===== src/json_string_unescape_utf8_assert.svh =====
// Assertion macros shared by the JSON string unescaper modules.
// Each macro expects clk and rst_n to be visible where it is used.
`ifndef JSON_STRING_UNESCAPE_UTF8_ASSERT_SVH
`define JSON_STRING_UNESCAPE_UTF8_ASSERT_SVH

// Same-cycle implication, checked outside reset.
`define JSU_ASSERT_NOW(label, ante, cons) \
    label: assert property (@(posedge clk) disable iff (!rst_n) (ante) |-> (cons)) \
        else $error("jsu assertion failed");

// Next-cycle implication, checked outside reset.
`define JSU_ASSERT_NEXT(label, ante, cons) \
    label: assert property (@(posedge clk) disable iff (!rst_n) (ante) |=> (cons)) \
        else $error("jsu assertion failed");

`endif


===== src/jsu_pkg.sv =====
// Types, constants and decode functions for the JSON string unescaper.
// Used by jsu_front, jsu_queue, jsu_back and json_string_unescape_utf8.
`default_nettype none

package jsu_pkg;

    typedef enum logic [1:0] {
        KIND_DATA = 2'd0,
        KIND_DONE = 2'd1,
        KIND_ERR  = 2'd2
    } kind_t;

    typedef enum logic [2:0] {
        ERR_NONE      = 3'd0,
        ERR_NO_OPEN   = 3'd1,
        ERR_DANGLING  = 3'd2,
        ERR_BAD_U     = 3'd3,
        ERR_NO_LOW    = 3'd4,
        ERR_BAD_LOW   = 3'd5,
        ERR_UNKNOWN   = 3'd6,
        ERR_UNTERM    = 3'd7
    } err_t;

    typedef enum logic [2:0] {
        PH_IDLE = 3'd0,
        PH_TEXT = 3'd1,
        PH_ESC  = 3'd2,
        PH_HIGH = 3'd3,
        PH_BSL  = 3'd4,
        PH_LU   = 3'd5,
        PH_LOW  = 3'd6
    } phase_t;

    typedef struct packed {
        logic [7:0] in_byte;
        logic       final_req;
    } req_t;

    typedef struct packed {
        kind_t      kind;
        logic [7:0] out_byte;
        err_t       error_code;
        logic       last;
    } res_t;

    // Work for one accepted byte: up to four data bytes, then an optional
    // done or error item.
    typedef struct packed {
        logic [3:0][7:0] data;
        logic [2:0]      n_data;
        logic            term_valid;
        kind_t           term_kind;
        err_t            term_code;
    } desc_t;

    typedef struct packed {
        logic [3:0][7:0] bytes;
        logic [2:0]      len;
    } utf8_t;

    localparam logic [7:0]  CH_QUOTE     = 8'h22;
    localparam logic [7:0]  CH_BSLASH    = 8'h5C;
    localparam logic [7:0]  CH_U         = 8'h75;
    localparam logic [15:0] HIGH_MIN     = 16'hD800;
    localparam logic [15:0] HIGH_MAX     = 16'hDBFF;
    localparam logic [15:0] LOW_MIN      = 16'hDC00;
    localparam logic [15:0] LOW_MAX      = 16'hDFFF;
    localparam logic [20:0] SUPP_BASE    = 21'h10000;
    localparam logic [20:0] LIM_ONE      = 21'h80;
    localparam logic [20:0] LIM_TWO      = 21'h800;
    localparam logic [7:0]  LEAD_TWO     = 8'hC0;
    localparam logic [7:0]  LEAD_THREE   = 8'hE0;
    localparam logic [7:0]  LEAD_FOUR    = 8'hF0;
    localparam logic [7:0]  CONT_MARK    = 8'h80;

    // Returns {valid, value} for one hex digit of either case.
    function automatic logic [4:0] hex_decode(input logic [7:0] c);
        logic [4:0] r;
        r = 5'd0;
        if (c >= 8'h30 && c <= 8'h39) begin
            r = {1'b1, 4'(c - 8'h30)};
        end else if (c >= 8'h61 && c <= 8'h66) begin
            r = {1'b1, 4'(c - 8'h57)};
        end else if (c >= 8'h41 && c <= 8'h46) begin
            r = {1'b1, 4'(c - 8'h37)};
        end
        return r;
    endfunction

    // Returns {valid, byte} for a single-character escape letter.
    function automatic logic [8:0] esc_decode(input logic [7:0] c);
        logic [8:0] r;
        unique case (c)
            8'h22:   r = {1'b1, 8'h22};
            8'h5C:   r = {1'b1, 8'h5C};
            8'h2F:   r = {1'b1, 8'h2F};
            8'h62:   r = {1'b1, 8'h08};
            8'h66:   r = {1'b1, 8'h0C};
            8'h6E:   r = {1'b1, 8'h0A};
            8'h72:   r = {1'b1, 8'h0D};
            8'h74:   r = {1'b1, 8'h09};
            default: r = 9'd0;
        endcase
        return r;
    endfunction

    function automatic utf8_t utf8_encode(input logic [20:0] cp);
        utf8_t r;
        r = '0;
        priority if (cp < LIM_ONE) begin
            r.len      = 3'd1;
            r.bytes[0] = cp[7:0];
        end else if (cp < LIM_TWO) begin
            r.len      = 3'd2;
            r.bytes[0] = LEAD_TWO | {3'b000, cp[10:6]};
            r.bytes[1] = CONT_MARK | {2'b00, cp[5:0]};
        end else if (cp < SUPP_BASE) begin
            r.len      = 3'd3;
            r.bytes[0] = LEAD_THREE | {4'b0000, cp[15:12]};
            r.bytes[1] = CONT_MARK | {2'b00, cp[11:6]};
            r.bytes[2] = CONT_MARK | {2'b00, cp[5:0]};
        end else begin
            r.len      = 3'd4;
            r.bytes[0] = LEAD_FOUR | {5'b00000, cp[20:18]};
            r.bytes[1] = CONT_MARK | {2'b00, cp[17:12]};
            r.bytes[2] = CONT_MARK | {2'b00, cp[11:6]};
            r.bytes[3] = CONT_MARK | {2'b00, cp[5:0]};
        end
        return r;
    endfunction

endpackage

`default_nettype wire


===== src/jsu_front.sv =====
// Front end of the unescaper: takes one byte per cycle while its queue has room,
// runs the string phase machine and pushes a work descriptor. Depends on jsu_pkg.
`default_nettype none

module jsu_front (
    input  wire logic           clk,
    input  wire logic           rst_n,
    input  wire logic           byte_valid,
    output logic                byte_stall,
    input  wire jsu_pkg::req_t  byte_item,
    input  wire logic           q_full,
    output logic                q_push,
    output jsu_pkg::desc_t      q_desc
);
    import jsu_pkg::*;

    phase_t      phase_reg, phase_next;
    logic [15:0] high_reg, high_next;
    logic [15:0] low_reg, low_next;
    logic [1:0]  cnt_reg, cnt_next;
    logic        bad_reg, bad_next;

    logic        accept;
    logic [7:0]  c;
    logic        fin;
    logic [4:0]  hex;
    logic [8:0]  esc;
    logic [15:0] high_shift;
    logic [15:0] low_shift;
    logic        group_done;
    logic        high_is_surr;
    logic        low_in_range;
    logic        bad_any;
    logic [20:0] pair_cp;
    utf8_t       enc_high;
    utf8_t       enc_pair;
    desc_t       d;

    assign byte_stall   = q_full;
    assign accept       = byte_valid && !q_full;
    assign c            = byte_item.in_byte;
    assign fin          = byte_item.final_req;
    assign hex          = hex_decode(c);
    assign esc          = esc_decode(c);
    assign high_shift   = {high_reg[11:0], hex[3:0]};
    assign low_shift    = {low_reg[11:0], hex[4] ? hex[3:0] : 4'd0};
    assign group_done   = (cnt_reg == 2'd3);
    assign high_is_surr = (high_shift >= HIGH_MIN) && (high_shift <= HIGH_MAX);
    assign low_in_range = (low_shift >= LOW_MIN) && (low_shift <= LOW_MAX);
    assign bad_any      = bad_reg || !hex[4];
    // Both halves are known to be in range here, so only their low ten bits count.
    assign pair_cp      = {1'b0, high_reg[9:0], low_shift[9:0]} + SUPP_BASE;
    assign enc_high     = utf8_encode({5'd0, high_shift});
    assign enc_pair     = utf8_encode(pair_cp);

    // Next phase and digit accumulators.
    always_comb begin
        phase_next = phase_reg;
        high_next  = high_reg;
        low_next   = low_reg;
        cnt_next   = cnt_reg;
        bad_next   = bad_reg;
        unique case (phase_reg)
            PH_TEXT: begin
                if (c == CH_QUOTE) begin
                    phase_next = PH_IDLE;
                end else if (c == CH_BSLASH) begin
                    phase_next = fin ? PH_IDLE : PH_ESC;
                end else begin
                    phase_next = fin ? PH_IDLE : PH_TEXT;
                end
            end
            PH_ESC: begin
                if (esc[8]) begin
                    phase_next = fin ? PH_IDLE : PH_TEXT;
                end else if (c == CH_U && !fin) begin
                    phase_next = PH_HIGH;
                    high_next  = 16'd0;
                    cnt_next   = 2'd0;
                end else begin
                    phase_next = PH_IDLE;
                end
            end
            PH_HIGH: begin
                if (!hex[4]) begin
                    phase_next = PH_IDLE;
                end else begin
                    high_next = high_shift;
                    if (!group_done) begin
                        cnt_next = cnt_reg + 2'd1;
                        if (fin) begin
                            phase_next = PH_IDLE;
                        end
                    end else begin
                        cnt_next = 2'd0;
                        if (fin) begin
                            phase_next = PH_IDLE;
                        end else begin
                            phase_next = high_is_surr ? PH_BSL : PH_TEXT;
                        end
                    end
                end
            end
            PH_BSL: begin
                phase_next = (c != CH_BSLASH || fin) ? PH_IDLE : PH_LU;
            end
            PH_LU: begin
                if (c != CH_U || fin) begin
                    phase_next = PH_IDLE;
                end else begin
                    phase_next = PH_LOW;
                    low_next   = 16'd0;
                    cnt_next   = 2'd0;
                    bad_next   = 1'b0;
                end
            end
            PH_LOW: begin
                low_next = low_shift;
                if (!group_done) begin
                    cnt_next = cnt_reg + 2'd1;
                    bad_next = bad_any;
                    if (fin) begin
                        phase_next = PH_IDLE;
                    end
                end else begin
                    cnt_next = 2'd0;
                    bad_next = 1'b0;
                    if (bad_any || !low_in_range || fin) begin
                        phase_next = PH_IDLE;
                    end else begin
                        phase_next = PH_TEXT;
                    end
                end
            end
            default: begin
                phase_next = (c == CH_QUOTE && !fin) ? PH_TEXT : PH_IDLE;
            end
        endcase
    end

    // Descriptor for the results of the current byte.
    always_comb begin
        d = '0;
        d.term_kind = KIND_ERR;
        d.term_code = ERR_NONE;
        unique case (phase_reg)
            PH_TEXT: begin
                if (c == CH_QUOTE) begin
                    d.term_valid = 1'b1;
                    d.term_kind  = KIND_DONE;
                end else if (c == CH_BSLASH) begin
                    d.term_valid = fin;
                    d.term_code  = fin ? ERR_DANGLING : ERR_NONE;
                end else begin
                    d.data[0]    = c;
                    d.n_data     = 3'd1;
                    d.term_valid = fin;
                    d.term_code  = fin ? ERR_UNTERM : ERR_NONE;
                end
            end
            PH_ESC: begin
                if (esc[8]) begin
                    d.data[0]    = esc[7:0];
                    d.n_data     = 3'd1;
                    d.term_valid = fin;
                    d.term_code  = fin ? ERR_UNTERM : ERR_NONE;
                end else if (c == CH_U) begin
                    d.term_valid = fin;
                    d.term_code  = fin ? ERR_BAD_U : ERR_NONE;
                end else begin
                    d.term_valid = 1'b1;
                    d.term_code  = ERR_UNKNOWN;
                end
            end
            PH_HIGH: begin
                if (!hex[4]) begin
                    d.term_valid = 1'b1;
                    d.term_code  = ERR_BAD_U;
                end else if (!group_done) begin
                    d.term_valid = fin;
                    d.term_code  = fin ? ERR_BAD_U : ERR_NONE;
                end else if (high_is_surr) begin
                    d.term_valid = fin;
                    d.term_code  = fin ? ERR_NO_LOW : ERR_NONE;
                end else begin
                    d.data       = enc_high.bytes;
                    d.n_data     = enc_high.len;
                    d.term_valid = fin;
                    d.term_code  = fin ? ERR_UNTERM : ERR_NONE;
                end
            end
            PH_BSL: begin
                d.term_valid = (c != CH_BSLASH) || fin;
                d.term_code  = d.term_valid ? ERR_NO_LOW : ERR_NONE;
            end
            PH_LU: begin
                d.term_valid = (c != CH_U) || fin;
                d.term_code  = d.term_valid ? ERR_NO_LOW : ERR_NONE;
            end
            PH_LOW: begin
                if (!group_done) begin
                    // A truncated low group reports the missing surrogate even
                    // when one of its digits was bad.
                    d.term_valid = fin;
                    d.term_code  = fin ? ERR_NO_LOW : ERR_NONE;
                end else if (bad_any) begin
                    d.term_valid = 1'b1;
                    d.term_code  = ERR_BAD_U;
                end else if (!low_in_range) begin
                    d.term_valid = 1'b1;
                    d.term_code  = ERR_BAD_LOW;
                end else begin
                    d.data       = enc_pair.bytes;
                    d.n_data     = enc_pair.len;
                    d.term_valid = fin;
                    d.term_code  = fin ? ERR_UNTERM : ERR_NONE;
                end
            end
            default: begin
                if (c != CH_QUOTE) begin
                    d.term_valid = 1'b1;
                    d.term_code  = ERR_NO_OPEN;
                end else begin
                    d.term_valid = fin;
                    d.term_code  = fin ? ERR_UNTERM : ERR_NONE;
                end
            end
        endcase
    end

    assign q_desc = d;
    assign q_push = accept && (d.n_data != 3'd0 || d.term_valid);

    always_ff @(posedge clk or negedge rst_n) begin
        if (!rst_n) begin
            phase_reg <= PH_IDLE;
            high_reg  <= 16'd0;
            low_reg   <= 16'd0;
            cnt_reg   <= 2'd0;
            bad_reg   <= 1'b0;
        end else if (accept) begin
            phase_reg <= phase_next;
            high_reg  <= high_next;
            low_reg   <= low_next;
            cnt_reg   <= cnt_next;
            bad_reg   <= bad_next;
        end
    end

`include "json_string_unescape_utf8_assert.svh"

    `JSU_ASSERT_NOW(a_front_term_code, q_push && q_desc.term_valid, q_desc.term_kind != KIND_DATA && ((q_desc.term_kind == KIND_DONE) == (q_desc.term_code == ERR_NONE)))
    `JSU_ASSERT_NOW(a_front_fin_idle, accept && fin, phase_next == PH_IDLE)

endmodule

`default_nettype wire


===== src/jsu_queue.sv =====
// Small descriptor queue between the front and back ends of the unescaper.
// Depends on jsu_pkg for the descriptor type.
`default_nettype none

module jsu_queue #(
    parameter int DEPTH = 4
) (
    input  wire logic            clk,
    input  wire logic            rst_n,
    input  wire logic            push,
    input  wire jsu_pkg::desc_t  push_desc,
    output logic                 full,
    input  wire logic            pop,
    output logic                 head_valid,
    output jsu_pkg::desc_t       head_desc
);
    import jsu_pkg::*;

    localparam int AW = (DEPTH > 1) ? $clog2(DEPTH) : 1;
    localparam int CW = $clog2(DEPTH + 1);

    desc_t          mem_reg [DEPTH];
    logic [AW-1:0]  wr_ptr_reg, wr_ptr_next;
    logic [AW-1:0]  rd_ptr_reg, rd_ptr_next;
    logic [CW-1:0]  cnt_reg, cnt_next;

    assign full       = (cnt_reg == CW'(DEPTH));
    assign head_valid = (cnt_reg != '0);
    assign head_desc  = mem_reg[rd_ptr_reg];

    always_comb begin
        wr_ptr_next = wr_ptr_reg;
        rd_ptr_next = rd_ptr_reg;
        cnt_next    = cnt_reg;
        if (push) begin
            wr_ptr_next = (wr_ptr_reg == AW'(DEPTH - 1)) ? '0 : wr_ptr_reg + 1'b1;
        end
        if (pop) begin
            rd_ptr_next = (rd_ptr_reg == AW'(DEPTH - 1)) ? '0 : rd_ptr_reg + 1'b1;
        end
        if (push && !pop) begin
            cnt_next = cnt_reg + 1'b1;
        end else if (pop && !push) begin
            cnt_next = cnt_reg - 1'b1;
        end
    end

    always_ff @(posedge clk) begin
        if (push) begin
            mem_reg[wr_ptr_reg] <= push_desc;
        end
    end

    always_ff @(posedge clk or negedge rst_n) begin
        if (!rst_n) begin
            wr_ptr_reg <= '0;
            rd_ptr_reg <= '0;
            cnt_reg    <= '0;
        end else begin
            wr_ptr_reg <= wr_ptr_next;
            rd_ptr_reg <= rd_ptr_next;
            cnt_reg    <= cnt_next;
        end
    end

`include "json_string_unescape_utf8_assert.svh"

    `JSU_ASSERT_NOW(a_queue_no_overflow, push, !full)
    `JSU_ASSERT_NOW(a_queue_no_underflow, pop, head_valid)

endmodule

`default_nettype wire


===== src/jsu_back.sv =====
// Back end of the unescaper: walks the head descriptor into its output register
// one result per cycle while not stalled, and marks the final one. Depends on jsu_pkg.
`default_nettype none

module jsu_back (
    input  wire logic            clk,
    input  wire logic            rst_n,
    input  wire logic            head_valid,
    input  wire jsu_pkg::desc_t  head_desc,
    output logic                 pop,
    output logic                 res_valid,
    input  wire logic            res_stall,
    output jsu_pkg::res_t        res_item
);
    import jsu_pkg::*;

    logic [2:0] idx_reg, idx_next;
    logic       valid_reg, valid_next;
    res_t       res_reg, res_next;

    logic [2:0] total;
    logic       load;
    res_t       cur;

    assign total = head_desc.n_data + {2'b00, head_desc.term_valid};
    assign load  = head_valid && (!valid_reg || !res_stall);

    always_comb begin
        cur = '0;
        cur.kind       = KIND_DATA;
        cur.error_code = ERR_NONE;
        if (idx_reg < head_desc.n_data) begin
            cur.out_byte = head_desc.data[idx_reg[1:0]];
        end else begin
            cur.kind       = head_desc.term_kind;
            cur.error_code = head_desc.term_code;
        end
        cur.last = (idx_reg == total - 3'd1);
    end

    always_comb begin
        idx_next   = idx_reg;
        valid_next = valid_reg && res_stall;
        res_next   = res_reg;
        if (load) begin
            valid_next = 1'b1;
            res_next   = cur;
            idx_next   = cur.last ? 3'd0 : idx_reg + 3'd1;
        end
    end

    assign pop       = load && cur.last;
    assign res_valid = valid_reg;
    assign res_item  = res_reg;

    always_ff @(posedge clk) begin
        res_reg <= res_next;
    end

    always_ff @(posedge clk or negedge rst_n) begin
        if (!rst_n) begin
            idx_reg   <= 3'd0;
            valid_reg <= 1'b0;
        end else begin
            idx_reg   <= idx_next;
            valid_reg <= valid_next;
        end
    end

`include "json_string_unescape_utf8_assert.svh"

    `JSU_ASSERT_NOW(a_back_idx_range, head_valid, idx_reg < total)
    `JSU_ASSERT_NEXT(a_back_pop_last, pop, res_reg.last)

endmodule

`default_nettype wire


===== src/json_string_unescape_utf8.sv =====
// JSON string unescaper to UTF-8: takes the literal one byte per cycle,
// starting at its opening quote, and gives data bytes, a done item or an
// error item. The front end accepts a byte in every cycle in which its
// descriptor queue has room; the back end sends one result per cycle from
// its output register when not stalled, so a byte that yields k results (at most
// five, for a surrogate pair with a final-byte error) holds the back end until
// all k are sent. Plain text and one-letter escapes thus run at one byte per
// cycle unless stalled, and the QUEUE_DEPTH-entry queue absorbs the bursts of
// multi-byte code points. Bytes that yield no result (a backslash, hex digits)
// cost the back end nothing. Depends on jsu_pkg and the three submodules.
`default_nettype none

module json_string_unescape_utf8 #(
    parameter int QUEUE_DEPTH = 4
) (
    input  wire logic           clk,
    input  wire logic           rst_n,
    input  wire logic           byte_valid,
    output logic                byte_stall,
    input  wire jsu_pkg::req_t  byte_item,
    output logic                res_valid,
    input  wire logic           res_stall,
    output jsu_pkg::res_t       res_item
);
    import jsu_pkg::*;

    logic  q_push;
    logic  q_full;
    logic  q_pop;
    logic  q_valid;
    desc_t q_in;
    desc_t q_head;

    jsu_front u_front (
        .clk        (clk),
        .rst_n      (rst_n),
        .byte_valid (byte_valid),
        .byte_stall (byte_stall),
        .byte_item  (byte_item),
        .q_full     (q_full),
        .q_push     (q_push),
        .q_desc     (q_in)
    );

    jsu_queue #(
        .DEPTH (QUEUE_DEPTH)
    ) u_queue (
        .clk        (clk),
        .rst_n      (rst_n),
        .push       (q_push),
        .push_desc  (q_in),
        .full       (q_full),
        .pop        (q_pop),
        .head_valid (q_valid),
        .head_desc  (q_head)
    );

    jsu_back u_back (
        .clk        (clk),
        .rst_n      (rst_n),
        .head_valid (q_valid),
        .head_desc  (q_head),
        .pop        (q_pop),
        .res_valid  (res_valid),
        .res_stall  (res_stall),
        .res_item   (res_item)
    );

endmodule

`default_nettype wire


===== config.mk =====
export PLATFORM = sky130hd
export DESIGN_NAME = json_string_unescape_utf8
export DESIGN_NICKNAME = d
export VERILOG_FILES = /design/src/jsu_pkg.sv /design/src/jsu_front.sv /design/src/jsu_queue.sv /design/src/jsu_back.sv /design/src/json_string_unescape_utf8.sv
export VERILOG_INCLUDE_DIRS = /design/src /design/src/src
export SDC_FILE = /design/constraint.sdc
export NUM_CORES = 1
export LEC_CHECK = 0
export BUFFER_PORTS_ARGS = -buffer_cell sky130_fd_sc_hd__buf_2
export CAP_MARGIN = 20
export CORE_MARGIN = 5
export CORE_UTILIZATION = 50
export CTS_CLUSTER_DIAMETER = 40
export DETAILED_ROUTE_END_ITERATION = 7
export GPL_TIMING_DRIVEN = 0
export MAX_ROUTING_LAYER = met4
export PLACE_DENSITY = 0.66
export SKIP_LAST_GASP = 1
export SLEW_MARGIN = 20
export SYNTH_ARGS = -nofsm -noshare
export SYNTH_HDL_FRONTEND = slang
export SYNTH_HIERARCHICAL = 1
export SYNTH_SLANG_ARGS = --single-unit

===== constraint.sdc =====
create_clock -name clk -period 5.6 [get_ports clk]
set_input_delay 0.28 -clock clk [delete_from_list [all_inputs] [get_ports clk]]
set_output_delay 0.28 -clock clk [all_outputs]
set_load 0.005 [all_outputs]

After elaboration in Yosys (flattened, before gate mapping)
Memories as Yosys holds them, arrays and structs flattened.
Index checks and enable logic that the tools add are counted.
{"block": "op_classes", "muxes": 97, "n_reduce_logical": 38, "n_addsub": 12, "n_eq_ne": 27, "magnitude_cmp": 17}
{"cell": "$mux 35", "n": 6}
{"cell": "$mux 3", "n": 29}
{"cell": "$pmux 9 s8", "n": 1}
{"cell": "$eq 8x7->1 const B", "n": 7}
{"cell": "$mux 11", "n": 5}
{"cell": "$mux 12", "n": 4}
{"cell": "$mux 24", "n": 2}
{"cell": "$pmux 12 s2", "n": 2}
{"cell": "$pmux 24 s2", "n": 1}
{"cell": "$pmux 11 s4", "n": 1}
{"cell": "$pmux 3 s6", "n": 2}
{"cell": "$ge 16x16->1 const B", "n": 2}
{"cell": "$le 16x16->1 const B", "n": 2}
{"cell": "$mux 2", "n": 13}
{"cell": "$mux 25", "n": 1}
{"cell": "$mux 8", "n": 3}
{"cell": "$add 20x17->21 const B", "n": 1}
{"cell": "$lt 21x12->1 const B", "n": 1}
{"cell": "$lt 21x17->1 const B", "n": 1}
{"cell": "$lt 21x8->1 const B", "n": 1}
{"cell": "$mux 19", "n": 1}
{"cell": "$mux 17", "n": 1}
{"cell": "$bmux 8 s2", "n": 1}
{"cell": "$eq 8x6->1 const B", "n": 2}
{"cell": "other kinds (39)", "n": 101}
{"block": "word_totals", "output_inout_bits": 16, "input_bits": 13, "mem_bits_rw": 164, "regBits": 55, "word_cells": 206, "memories": 1}
{"memory": "u_queue.mem_reg", "words": 4, "width": 41, "read_ports": 1, "rd_clocked_by_memory_dff": 0, "wr": 1, "line": "jsu_queue.sv:22", "text": "desc_t mem_reg [DEPTH];"}

Logic depth before layout (Yosys ltp)
{"block": "logic_depth", "depth_word": 22, "ltp_mapped": 17, "ltp_nobuf": 15}

Modules after synthesis
The synthesis kept the hierarchy.
{"mod": "jsu_queue", "seq_area_each_um2": 5099.9, "n_inst": 1, "cells_each": 252, "area_per_inst_um2": 6387.4}
{"mod": "jsu_front", "seq_area_each_um2": 750.7, "n_inst": 1, "cells_each": 437, "area_per_inst_um2": 3352.0}
{"mod": "jsu_back", "seq_area_each_um2": 520.5, "n_inst": 1, "cells_each": 71, "area_per_inst_um2": 1039.7}

Worst setup path before layout
OpenSTA, ideal clock, no wires.
{"block": "synth_timing", "path_type": "input to register", "start": "input port byte_item[1] in the netlist's numbering", "end": "memory u_queue/mem_reg[1][0] in the netlist's numbering, enable pin", "t_required_ps": 5198, "cell_stages": 12, "setup_slack_ps": 1600, "arrival_ps": 3598, "setup_ps": 402, "path_buffers": 2, "cell_sequence": "clkbuf_2 -> inv_1 -> ha_1 -> nor2b_1 -> and4_1 -> clkbuf_1 -> nor3_1 -> nor3b_2 -> a31oi_1 -> a31o_2 -> a41oi_1 -> and2_1"}
{"block": "synth_between", "elab_chain_cells": 20, "elab_cells_between_ends": 74, "classes_between": "4 x add/sub; 15 x order compare; 12 x eq/ne; 31 x mux; 12 x reduce/logical"}
{"item": "start: declaration", "line": "json_string_unescape_utf8.sv:20", "text": "input wire jsu_pkg::req_t byte_item,"}
{"item": "$ge 8x7->1 or $le 8x7->1 (tied branches)", "line": "jsu_pkg.sv:84", "text": "end else if (c >= 8'h41 && c <= 8'h46) begin"}
{"item": "$logic_and 1x1->1", "line": "jsu_pkg.sv:84"}
{"item": "$mux 5", "line": "jsu_pkg.sv:84"}
{"item": "$mux 5", "line": "jsu_pkg.sv:82", "text": "end else if (c >= 8'h61 && c <= 8'h66) begin"}
{"item": "$mux 5", "line": "jsu_pkg.sv:80", "text": "if (c >= 8'h30 && c <= 8'h39) begin"}
{"item": "$mux 4", "line": "jsu_front.sv:46", "text": "assign low_shift = {low_reg[11:0], hex[4] ? hex[3:0] : 4'd0};"}
{"item": "$add 20x17->21", "line": "jsu_front.sv:52", "text": "assign pair_cp = {1'b0, high_reg[9:0], low_shift[9:0]} + SUPP_BASE;"}
{"item": "$lt 21x17->1", "line": "jsu_pkg.sv:117", "text": "end else if (cp < SUPP_BASE) begin"}
{"item": "[5 not listed]"}
{"item": "$mux 35", "line": "jsu_front.sv:201", "text": "if (!group_done) begin"}
{"item": "$pmux 11 s4", "line": "jsu_front.sv:146", "text": "unique case (phase_reg)"}
{"item": "$reduce_bool 3->1", "line": "jsu_front.sv:232", "text": "assign q_push = accept && (d.n_data != 3'd0 || d.term_valid);"}
{"item": "$logic_or 1x1->1 (*)", "line": "jsu_front.sv:232"}
{"item": "$logic_and 1x1->1 (*)", "line": "jsu_front.sv:232"}
{"item": "named net q_push", "line": "json_string_unescape_utf8.sv:27", "text": "logic q_push;"}
{"item": "$mux 1 (*)", "line": "jsu_queue.sv:49", "text": "if (push) begin"}
{"item": "$mux 1 (implied by the code) (*)", "line": "jsu_queue.sv:50", "text": "mem_reg[wr_ptr_reg] <= push_desc;"}
{"item": "end: declaration", "line": "jsu_queue.sv:22"}
The timed path passes the listed nets; every way through them passes the cells marked *.

Final worst setup path
{"block": "layout_timing", "start": "input port byte_item[1] in the netlist's numbering", "end": "register u_queue.cnt_reg[2]"}
{"block": "layout_between", "elab_chain_cells": 21, "elab_cells_between_ends": 77, "classes_between": "4 x add/sub; 15 x order compare; 12 x eq/ne; 30 x mux; 16 x reduce/logical"}
{"item": "$ge 8x7->1 or $le 8x7->1 (tied branches)", "line": "jsu_pkg.sv:84"}
{"item": "$logic_and 1x1->1", "line": "jsu_pkg.sv:84"}
{"item": "$mux 5", "line": "jsu_pkg.sv:84"}
{"item": "$mux 5", "line": "jsu_pkg.sv:82"}
{"item": "$mux 5", "line": "jsu_pkg.sv:80"}
{"item": "$mux 4", "line": "jsu_front.sv:46"}
{"item": "$add 20x17->21", "line": "jsu_front.sv:52"}
{"item": "$lt 21x17->1", "line": "jsu_pkg.sv:117"}
{"item": "[6 not listed]"}
{"item": "$pmux 11 s4", "line": "jsu_front.sv:146"}
{"item": "$reduce_bool 3->1", "line": "jsu_front.sv:232"}
{"item": "$logic_or 1x1->1 (*)", "line": "jsu_front.sv:232"}
{"item": "$logic_and 1x1->1 (*)", "line": "jsu_front.sv:232"}
{"item": "named net q_push", "line": "json_string_unescape_utf8.sv:27"}
{"item": "$logic_not 1->1", "line": "jsu_queue.sv:43", "text": "end else if (pop && !push) begin"}
{"item": "$logic_and 1x1->1", "line": "jsu_queue.sv:43"}
{"item": "$reduce_bool 2->1 (no source line)"}
{"item": "end signal: assignment", "line": "jsu_queue.sv:62", "text": "cnt_reg <= cnt_next;"}
{"item": "end: declaration", "line": "jsu_queue.sv:25", "text": "logic [CW-1:0] cnt_reg, cnt_next;"}
Marks and branches as above.
A chain may end at the register's enable or synchronous reset.

==> flow_metrics.py <==
metrics = {
    "finish": {
        "final_design_area_no_fill_sq_um": 12120,
        "fill_cells": 1687,
        "nets": 854,
        "antenna_cells": 0,
        "drive_gt1_share_pct": 21.17,
        "synthToLayoutAreaGrowth_pct": 12.40,
        "largest_reg_flops": 164,
    },
    "floorplan": {
        "io_pins": 29,
        "die_area_sq_um": 24590,
        "core_area_sq_um": 21150,
        "start_util_pct": 50.96,
        "fp-row-count": 53,
        "die_x_microns": 156.8,
        "die_h_microns": 156.8,
    },
    "sta": {
        "finalCriticalPeriod_ns": 4.541,
        "worst_slack_ns": 1.060,
        "rsz0062_at_grt": "no",
        "fmax_mhz": 220.2,
        "setup_viol_count_final": 0,
        "setup-tns-final_ns": 0,
        "finClkSkew_ns": 0.01067,
        "relSlewSlack_pct": 29.74,
        "fin_crit_sh_pct": 81.08,
        "finalHoldViolations": 0,
        "worst_slew_pin_slew_ns": 1.040,
        "slew_violations": 0,
    },
    "yosys": {
        "syn_area_sq_um": 10780,
        "yosys_warnings": 6,
        "syn_area_per_cell_sq_um": 14.18,
        "synth-seq-cells": 219,
        "synth.area.top_cells": "edfxtp_1 50%, mux4_2 9.6%, dfrtp_1 9.5%",
        "synthFlopType": "edfxtp_1",
        "synth_cell_types": 89,
        "ys_async_sr_fraction_pct": 18.72,
        "yosysTopAreaCell": "edfxtp_1",
        "yosys-top-cells-count": "178 x edfxtp_1, 51 x nor2_1, 46 x mux4_2, 41 x dfrtp_1, 40 x a21oi_1",
        "yosysSeqAreaShare_pct": 59.11,
        "synth_cells": 760,
        "yosysMostFrequentCell": "edfxtp_1",
        "yosysTopAreaCellShare_pct": 49.59,
        "synth-edff-count": 178,
    },
    "cts": {
        "cts.sinks": 219,
        "cts_root_buf": "clkbuf_16",
        "clkLatencyLatePin_ns": 0.52,
        "cts_made_buffers": 27,
        "cts_resized": 0,
        "clockBufferDepth": 3,
        "cts_tree": "done",
        "cts.clk_slew.worst_paths_ns": 0.05,
        "h-tree-depth": 1,
    },
    "pwr": {
        "swShare_pct": 30.15,
        "p_int_uw": 4019,
        "finalPower_uw": 5754,
        "cellPowerDensity_nw_per_um2": 475.0,
        "power_frac_comb_pct": 32.4,
        "clkPwrFrac_pct": 27.2,
        "power_frac_seq_pct": 40.4,
        "p_sw_uw": 1735,
        "irDropWorstVdd_mv": 0.2394,
        "power.leakage_uw": 0.004348,
    },
    "worst_hold_path": {
        "hold_path_depth": 2,
        "min_from": "res_stall",
        "hold_class": "input port to flip-flop",
        "min_to": "u_back/res_valid",
    },
    "drt": {
        "via_per_inst": 6.217,
        "vias": 6907,
        "antenna_left": 0,
        "drc": 0,
        "wl_per_cell_microns": 24.05,
        "drt_iter0_drc": 633,
        "drt-total-wl_mm": 26.71,
        "drt_pass1_iterations": 7,
    },
    "placement": {
        "dpl.hpwl_mm": 18.29,
        "io_buffers": 27,
        "place_congestion": 0.9283,
        "pre_cts_slack_ns": 0.6667,
        "placed_area_sq_um": 11280,
    },
    "setup_path": {
        "r2r-start": "u_front/high_reg[6]",
        "worst-r2r-setup-slack_ns": 1.12,
        "critPathTopFamily": "compound AO/OA/AOI/OAI gates",
        "crit_chain": "buf_2 -> clkbuf_2 -> inv_1 -> ha_1 -> nor3b_1 -> nor3_1 -> a21oi_1 -> o31ai_4 -> a21bo_1 -> buf_6 -> a41oi_1 -> ha_1 -> inv_1 -> fa_1 -> xor2_1 -> nor2_1 -> xor2_1",
        "slowest_delay_ns": 0.85,
        "required_ns": 6.03,
        "worstPathArrival_ns": 4.97,
        "crit_fanout": 9,
        "crit_slowest_cell": "a41oi_1",
        "worst-setup-path-type": "input port to flip-flop",
        "crit_buf_inv": 5,
        "start_kind": "input port",
        "r2r_end": "u_queue/cnt_reg[1]",
        "critPathCaptureType": "flip-flop",
        "ff2ff_path_depth": 14,
    },
    "grt": {
        "grt_max_degree": 42,
        "grt_first_pass_wirelength_mm": 41.72,
        "first_global_vias": 7097,
        "antenna_found_initial": 0,
        "grt_usage_pct": 22.74,
        "grt-ovfl-total": 0,
    },
    "flow_run": {
        "maxCapViolations": 0,
    },
    "outcome": {
        "outcome": "finished clean",
    },
}
==> worst reg2reg max path, cell delays in order, from the launching register on <==
cell and delay [ns]:
dfrtp_1 0.38, clkbuf_1 0.21, inv_1 0.17, ha_1 0.16, nand2_1 0.07, or4_1 0.42, a211o_1 0.29, o32ai_1 0.63
a21bo_1 0.21, buf_6 0.14, a41oi_1 0.47, ha_1 0.45, inv_1 0.07, fa_1 0.42, mux2_2 0.27
==> final cells by class <==
| class | instances | area (sq um) | share of cell area [%] |
|---|---|---|---|
| Buffer | 53 | 376.6 | 3.109 |
| Tap cell | 275 | 344.1 | 2.840 |
| Clock buffer | 33 | 698.2 | 5.763 |
| Timing Repair Buffer | 28 | 147.6 | 1.219 |
| Multi-Input combinational cell | 468 | 3980 | 32.85 |
| Inverter | 22 | 82.58 | 0.6816 |
| Clock inverter | 13 | 115.1 | 0.9501 |
| Sequential cell | 219 | 6371 | 52.59 |
==> layer usage <==
metal  GRT usage (%)  share of wire [%]  vias to the layer above
met2           35.90                 49                      224
met3           3.097                4.6                       46
met4           6.736                2.4                        0
li1                -                  -                     3092
met5               -                  0                        -
met1           31.20                 44                     3545
==> power by group through the flow <==
| stage | sequential [uW] | clock [uW] | combinational (uW) |
|---|---|---|---|
| after floorplan | 2330 | 0 | 1350 |
| after global placement | 2350 | 0 | 1820 |
| after detailed placement | 2360 | 0 | 1880 |
| after CTS | 2330 | 1610 | 1900 |
| after global routing | 2350 | 1680 | 2030 |
| final | 2330 | 1560 | 1860 |
==> metrics by stage <==
step           util [%]  cells  hold slack [ns]
3_5_place_dp      53.34   1064           0.4867
6_report          57.27   1111          0.02162
5_1_grt           57.27   1111          0.01498
3_3_place_gp      53.26   1064           0.4674
2_1_floorplan         -    762         -0.01559
4_1_cts           57.23   1111         0.002460
==> repair_timing <==
| item | in CTS | in global routing |
|---|---|---|
| setup buffers | 0 | 0 |
| hold buffers | 1 | 0 |
| setup endpoints to repair | 0 | 0 |
| hold endpoints to repair | 41 | 0 |
==> placed cells by master (no fill, tap or decap), types with 12 or more instances in the layout <==
cell type	synthesis	routed
edfxtp_1	178	178
nor2_1	51	51
mux4_2	46	46
dfrtp_1	41	41
a21oi_1	40	40
nand2_1	34	34
buf_2	6	32
a22o_1	31	31
clkbuf_1	23	29
clkbuf_16	0	27
inv_1	22	22
o21ai_0	22	22
ha_1	21	21
nor2b_1	20	20
nor3_1	14	14
nand3_1	12	12
==> worst max-delay path by stage <==
stage,to,slack (ns),from,cells past startpoint
after detailed placement,u_queue/cnt_reg[2],0.67,byte_item[1],17
after floorplan,u_queue/mem_reg[1][0],1.60,byte_item[1],12
final,u_queue/cnt_reg[2],1.06,byte_item[1],17
after CTS,u_queue/cnt_reg[1],1.15,u_front/high_reg[6],14
after global routing,u_queue/cnt_reg[2],0.87,byte_item[1],17
after global placement,u_queue/mem_reg[3][22],-0.15,byte_item[1],12
==> cell families (layout without fill, tap and decap cells) <==
| kind of cell | after synthesis | in the layout | synth area share, % |
|---|---|---|---|
| xor gates and xnor gates | 9 | 9 | 0.7313 |
| other | 1 | 3 | 0.03479 |
| and+or+nand+nor | 199 | 199 | 10.05 |
| muxes | 60 | 60 | 11.45 |
| DFF | 219 | 219 | 59.11 |
| AOI/OAI and AO/OA | 175 | 175 | 11.75 |
| buffers and inverters | 75 | 149 | 4.260 |
| adders and majority gates | 22 | 22 | 2.623 |
No activity file was read; power rests on OpenSTA's default activity.
